$ cat config.mk
export PLATFORM = sky130hd
export DESIGN_NAME = seot_sqrt
export DESIGN_NICKNAME = d
export VERILOG_FILES = /design/src/hdl/seot_sqrt.sv
export SDC_FILE = /design/constraint.sdc
export NUM_CORES = 1
export LEC_CHECK = 0
export CAP_MARGIN = 20
export CORE_AREA = 2 2 193 214
export DETAILED_ROUTE_END_ITERATION = 16
export DIE_AREA = 0 0 195 216
export DONT_BUFFER_PORTS = 1
export HOLD_SLACK_MARGIN = 0.05
export PLACE_DENSITY_LB_ADDON = 0.3
export SETUP_SLACK_MARGIN = 0.1
export SLEW_MARGIN = 20
export SYNTH_ARGS = -nofsm -noshare
export SYNTH_HDL_FRONTEND = slang
export SYNTH_SLANG_ARGS = --single-unit
$ cat constraint.sdc
create_clock -name i_clk -period 5.7 [get_ports i_clk]
set_clock_uncertainty 0.05 [all_clocks]
set_input_delay 0.285 -clock i_clk [delete_from_list [all_inputs] [get_ports i_clk]]
set_output_delay 0.285 -clock i_clk [all_outputs]
set_load 0.01 [all_outputs]
$ cat src/hdl/seot_sqrt.sv
// ----------------------------------------------------------------------------
// seot_sqrt: pipelined integer square root
// One result bit per stage, restoring digit-by-digit method, with a
// sideband word carried alongside each beat.
// ----------------------------------------------------------------------------
module seot_sqrt #(
    parameter int IN_W   = 34,
    parameter int SIDE_W = 1
) (
    input  logic              i_clk,
    input  logic              i_rst_n,
    input  logic              i_vld,
    input  logic [IN_W-1:0]   i_rad,
    input  logic [SIDE_W-1:0] i_side,
    output logic              o_vld,
    output logic [IN_W/2-1:0] o_root,
    output logic [SIDE_W-1:0] o_side
);

    localparam int K = IN_W / 2;

    logic              r_vld  [0:K-1];
    logic [IN_W-1:0]   r_rem  [0:K-1];
    logic [IN_W-1:0]   r_root [0:K-1];
    logic [SIDE_W-1:0] r_side [0:K-1];

    for (genvar k = 0; k < K; k++) begin : g_stage
        localparam logic [IN_W-1:0] STEP_BIT =
            {{(IN_W-1){1'b0}}, 1'b1} << (IN_W - 2 - 2*k);
        logic              p_vld;
        logic [IN_W-1:0]   p_rem;
        logic [IN_W-1:0]   p_root;
        logic [SIDE_W-1:0] p_side;
        logic [IN_W-1:0]   n_trial;

        if (k == 0) begin : g_first
            assign p_vld  = i_vld;
            assign p_rem  = i_rad;
            assign p_root = '0;
            assign p_side = i_side;
        end else begin : g_next
            assign p_vld  = r_vld[k-1];
            assign p_rem  = r_rem[k-1];
            assign p_root = r_root[k-1];
            assign p_side = r_side[k-1];
        end

        assign n_trial = p_root + STEP_BIT;

        // advance the valid bit
        always_ff @(posedge i_clk) begin
            if (!i_rst_n) begin
                r_vld[k] <= 1'b0;
            end else begin
                r_vld[k] <= p_vld;
            end
        end

        // try one root bit
        always_ff @(posedge i_clk) begin
            if (p_rem >= n_trial) begin
                r_rem[k]  <= p_rem - n_trial;
                r_root[k] <= (p_root >> 1) + STEP_BIT;
            end else begin
                r_rem[k]  <= p_rem;
                r_root[k] <= p_root >> 1;
            end
            r_side[k] <= p_side;
        end
    end

    assign o_vld  = r_vld[K-1];
    assign o_root = r_root[K-1][K-1:0];
    assign o_side = r_side[K-1];

endmodule

==> summary.txt <==
Logic synthesis
  – Area share of the largest cell type after synthesis: 0.545
  – Sequential area share after synthesis: 0.545
  – Most numerous cell in the Yosys netlist: sky130_fd_sc_hd__dfxtp_1
  – Netlist cell types: a little under 80
  – Netlist Area Pre-Place: 0.0269 mm2
  – Leading cell types by count after synthesis: 731 x sky130_fd_sc_hd__dfxtp_1, 203 x sky130_fd_sc_hd__inv_1, 170 x sky130_fd_sc_hd__nand2_1
  – Post-synth ARST share: 0
  – Area contributors post-synth: sky130_fd_sc_hd__dfxtp_1 54%, sky130_fd_sc_hd__ha_1 7.7%, sky130_fd_sc_hd__xor2_1 3.7%, sky130_fd_sc_hd__xnor2_1 3.3%, sky130_fd_sc_hd__inv_1 2.8%
  – Synth area leader: sky130_fd_sc_hd__dfxtp_1
  – YS warnings: 0
  – Mapped Cells: 2,620
  – Count of state elements after synthesis: between 700 and 800
  – Top_reg_cell synth: sky130_fd_sc_hd__dfxtp_1
  – Mean Syn Cell Area: between 10 and 15 um2
  – Post-synthesis net count: 2,824
  – Count of flip-flops with a built-in enable after synthesis: 0

Critical path
  – Number of cell instances on the worst register-to-register path: 10
  – Setup crit end kind: flop
  – Worst R2R Setup Slack: around 2.1 ns
  – Startpoint types: flop
  – Setup CP Type: flop to flop
  – Worst R2R Start: r_root[13][6]$_DFF_P_
  – Data arrival at the endpoint of the critical path: between 3 and 4 ns
  – Critical path data required time: a little over 6 ns
  – Worst-path maximum fanout: 23
  – Capture point of the worst reg-to-reg path: r_rem[14][6]$_DFF_P_

Pwr
  – Net switching fraction of the power: 0.333
  – Leakage power summed over all cells: roughly 14 nW
  – Total power divided by cell area: ~560 mW/mm2
  – Switch Pwr: 0.00559 W
  – Worst ir drop on vdd: around 0.40 mV
  – Combinational group share of total power: 0.276
  – Cell-internal power: roughly 0.011 W
  – Part of the total power dissipated in sequential elements: 0.436
  – Power share of the clock group: 0.288

Final layout
  – Antenna fix cells: 0
  – Fraction of layout instances using a drive strength above 1: 0.0645
  – Relative area change from synthesis to final layout: 12.3%
  – Final nets: approximately 2,900

Floorplan
  – Initial core utilization: 0.674
  – Die outline width: around 200 um
  – Number of primary I/O pins: 57
  – Placeable core region: around 0.04 mm2
  – Die area: about 0.042 mm2
  – Number of rows in the core area: 77
  – Y dimension of the die: approximately 220 um

Place
  – Detailed placement HPWL: 43.4 mm
  – Final weighted congestion in routability-driven placement: ~0.91
  – Count of input and output buffers: 0

Worst hold path
  – Type of the tightest min-delay check: primary input to flop
  – Worst Hold Endpoint: r_rem[0][9]$_DFF_P_
  – Hold depth: 1
  – Hold Startpoint: i_rad[9]

Timing
  – Worst-case hold slack: about 0.16 ns
  – Tmin final: ~3.6 ns
  – Setup violation total in the final timing report: 0
  – Relative max-transition margin: 0.399
  – Final hold vios: 0
  – Crit share post-route: 0.624
  – Actual slew at the worst max-slew pin: 0.896 ns
  – Final count of pins violating max slew: 0
  – Fmax: 281 MHz
  – Setup TNS: 0 ns
  – Unrepaired setup endpoints after global routing: false

Drt
  – Routed length per placed instance: about 20 um
  – First drt pass iteration count: 5
  – DRT Wirelength: roughly 64 mm
  – Total via count after detailed routing: just under 20,000
  – Remaining antenna violation count after routing: 0
  – Residual DRC: 0
  – DR vias/cell: 5.91
  – Number of DRC markers in iteration 0: 973

Run
  – Maximum Capacitance Violations: 0

Clocking
  – Post-cts resize count: 0
  – TritonCTS clock tree: built
  – Number of sinks driven by the clock tree: ~730
  – CTS max path bufs: 3
  – CTS clock-pin slew for the worst setup and hold paths: ~0.070 ns
  – Number of H-tree branching levels: 3
  – Insertion delay to the later sink of the worst-skew pair: about 0.62 ns
  – Clock root cell: sky130_fd_sc_hd__clkbuf_16
  – Number of CTS-inserted buffers: 70

Global route
  – Gr ovfl total: 0
  – Largest net degree at the start of global routing: 36
  – Overall track demand over capacity in global routing: 0.307
  – Vias in the first global route: 19,912
  – Number of antenna violations at the first check in global routing: 1
  – Wire length of the first global-routing pass: between 100 and 150 mm

Outcome
  – Status: complete, no violations
## logic make-up after synthesis
kind of cell | synth area share
buffers and inverters | 0.0355
DFF | 0.545
and+or+nand+nor | 0.152
xor gates and xnor gates | 0.0698
AOI/OAI and AO/OA | 0.107
muxes | 0.0139
adders and majority gates | 0.0773
## metal layers
layer / track usage / vias up / routed length (um)
met2: 0.583 / 638 / 34000
met5: 0 / - / 9
li1: - / 9251 / -
met1: 0.321 / 9169 / 23700
met4: 0.169 / 2 / 3330
met3: 0.0506 / 205 / 3140
## registers in the layout, indices dropped and copies added (netlist names)
register and cells:
r_vld 17, r_root 153, r_side 17, r_rem 544
## power by group through the flow
stage	combinational, W	clock, W	sequential (W)
2_1_floorplan	0.00359	0	0.00699
3_3_place_gp	0.00429	0	0.00734
3_5_place_dp	0.00443	0	0.00737
4_1_cts	0.00455	0.00484	0.00728
5_1_grt	0.00516	0.00508	0.00742
6_report	0.00464	0.00483	0.00731
## stage by stage
stage	setup WS, ns	std cells	cell area [um2]	power (W)	util
floorplan	2.96	2620	26900	0.0106	-
global placement	2.32	3095	27400	0.0116	0.686
detailed placement	2.18	3095	27400	0.0118	0.686
CTS	2.18	3259	30200	0.0167	0.756
global route	1.79	3259	30200	0.0177	0.757
finish	2.14	3259	30200	0.0168	0.757
## timing repair
action | in CTS | in global routing
hold buffers | 38 | 0
buffers inserted | 0 | 0
hold endpoints to repair | 53 | 0
## critical path, cell delays in order (launching register included)
cell	delay [ns]
sky130_fd_sc_hd__dfxtp_1	0.34
sky130_fd_sc_hd__inv_1	0.06
sky130_fd_sc_hd__ha_1	0.34
sky130_fd_sc_hd__nor2b_1	0.17
sky130_fd_sc_hd__o31a_1	0.28
sky130_fd_sc_hd__o31a_1	0.29
sky130_fd_sc_hd__o41ai_1	0.69
sky130_fd_sc_hd__o21ba_2	0.58
sky130_fd_sc_hd__inv_1	0.37
sky130_fd_sc_hd__nor2_1	0.18
sky130_fd_sc_hd__a21oi_1	0.06
## cell type report
cell class / count / area, um2
clock buffers: 96 / 2000
repair buffers: 43 / 418
well taps: 513 / 642
fillers: 2551 / 9710
inverters: 204 / 766
flip-flops and latches: 731 / 14600
clock inverters: 30 / 417
multi-input cells: 1642 / 11300
## worst max path at each step
stage | startpoint | endpoint | slack, ns | cells past startpoint
after floorplan | r_root[13][6]$_DFF_P_ | r_rem[14][17]$_DFF_P_ | 2.96 | 10
after global placement | r_rem[14][28]$_DFF_P_ | r_rem[15][19]$_DFF_P_ | 2.32 | 9
after detailed placement | r_root[13][6]$_DFF_P_ | r_rem[14][6]$_DFF_P_ | 2.18 | 10
after CTS | r_root[13][6]$_DFF_P_ | r_rem[14][10]$_DFF_P_ | 2.18 | 10
after global routing | r_root[13][6]$_DFF_P_ | r_rem[14][6]$_DFF_P_ | 1.79 | 10
final | r_root[13][6]$_DFF_P_ | r_rem[14][6]$_DFF_P_ | 2.14 | 10
## cells in the final DEF (no fill, tap or decap), drive strengths merged, types with 29 or more instances in the layout
cell type | Yosys | layout
xnor2 | 101 | 101
nand3 | 31 | 31
nor3 | 75 | 75
nand2 | 170 | 170
dfxtp | 731 | 731
a21oi | 126 | 126
or3 | 29 | 29
o21ai | 134 | 134
nand2b | 33 | 33
o21a | 40 | 40
clkbuf | 29 | 96
ha | 166 | 166
xor2 | 113 | 113
dlygate4sd3 | 0 | 38
a21o | 30 | 30
nor4 | 91 | 91
nor2 | 146 | 146
nand4 | 35 | 35
inv | 203 | 207
Note: power is estimated with default switching activity, not from simulation.
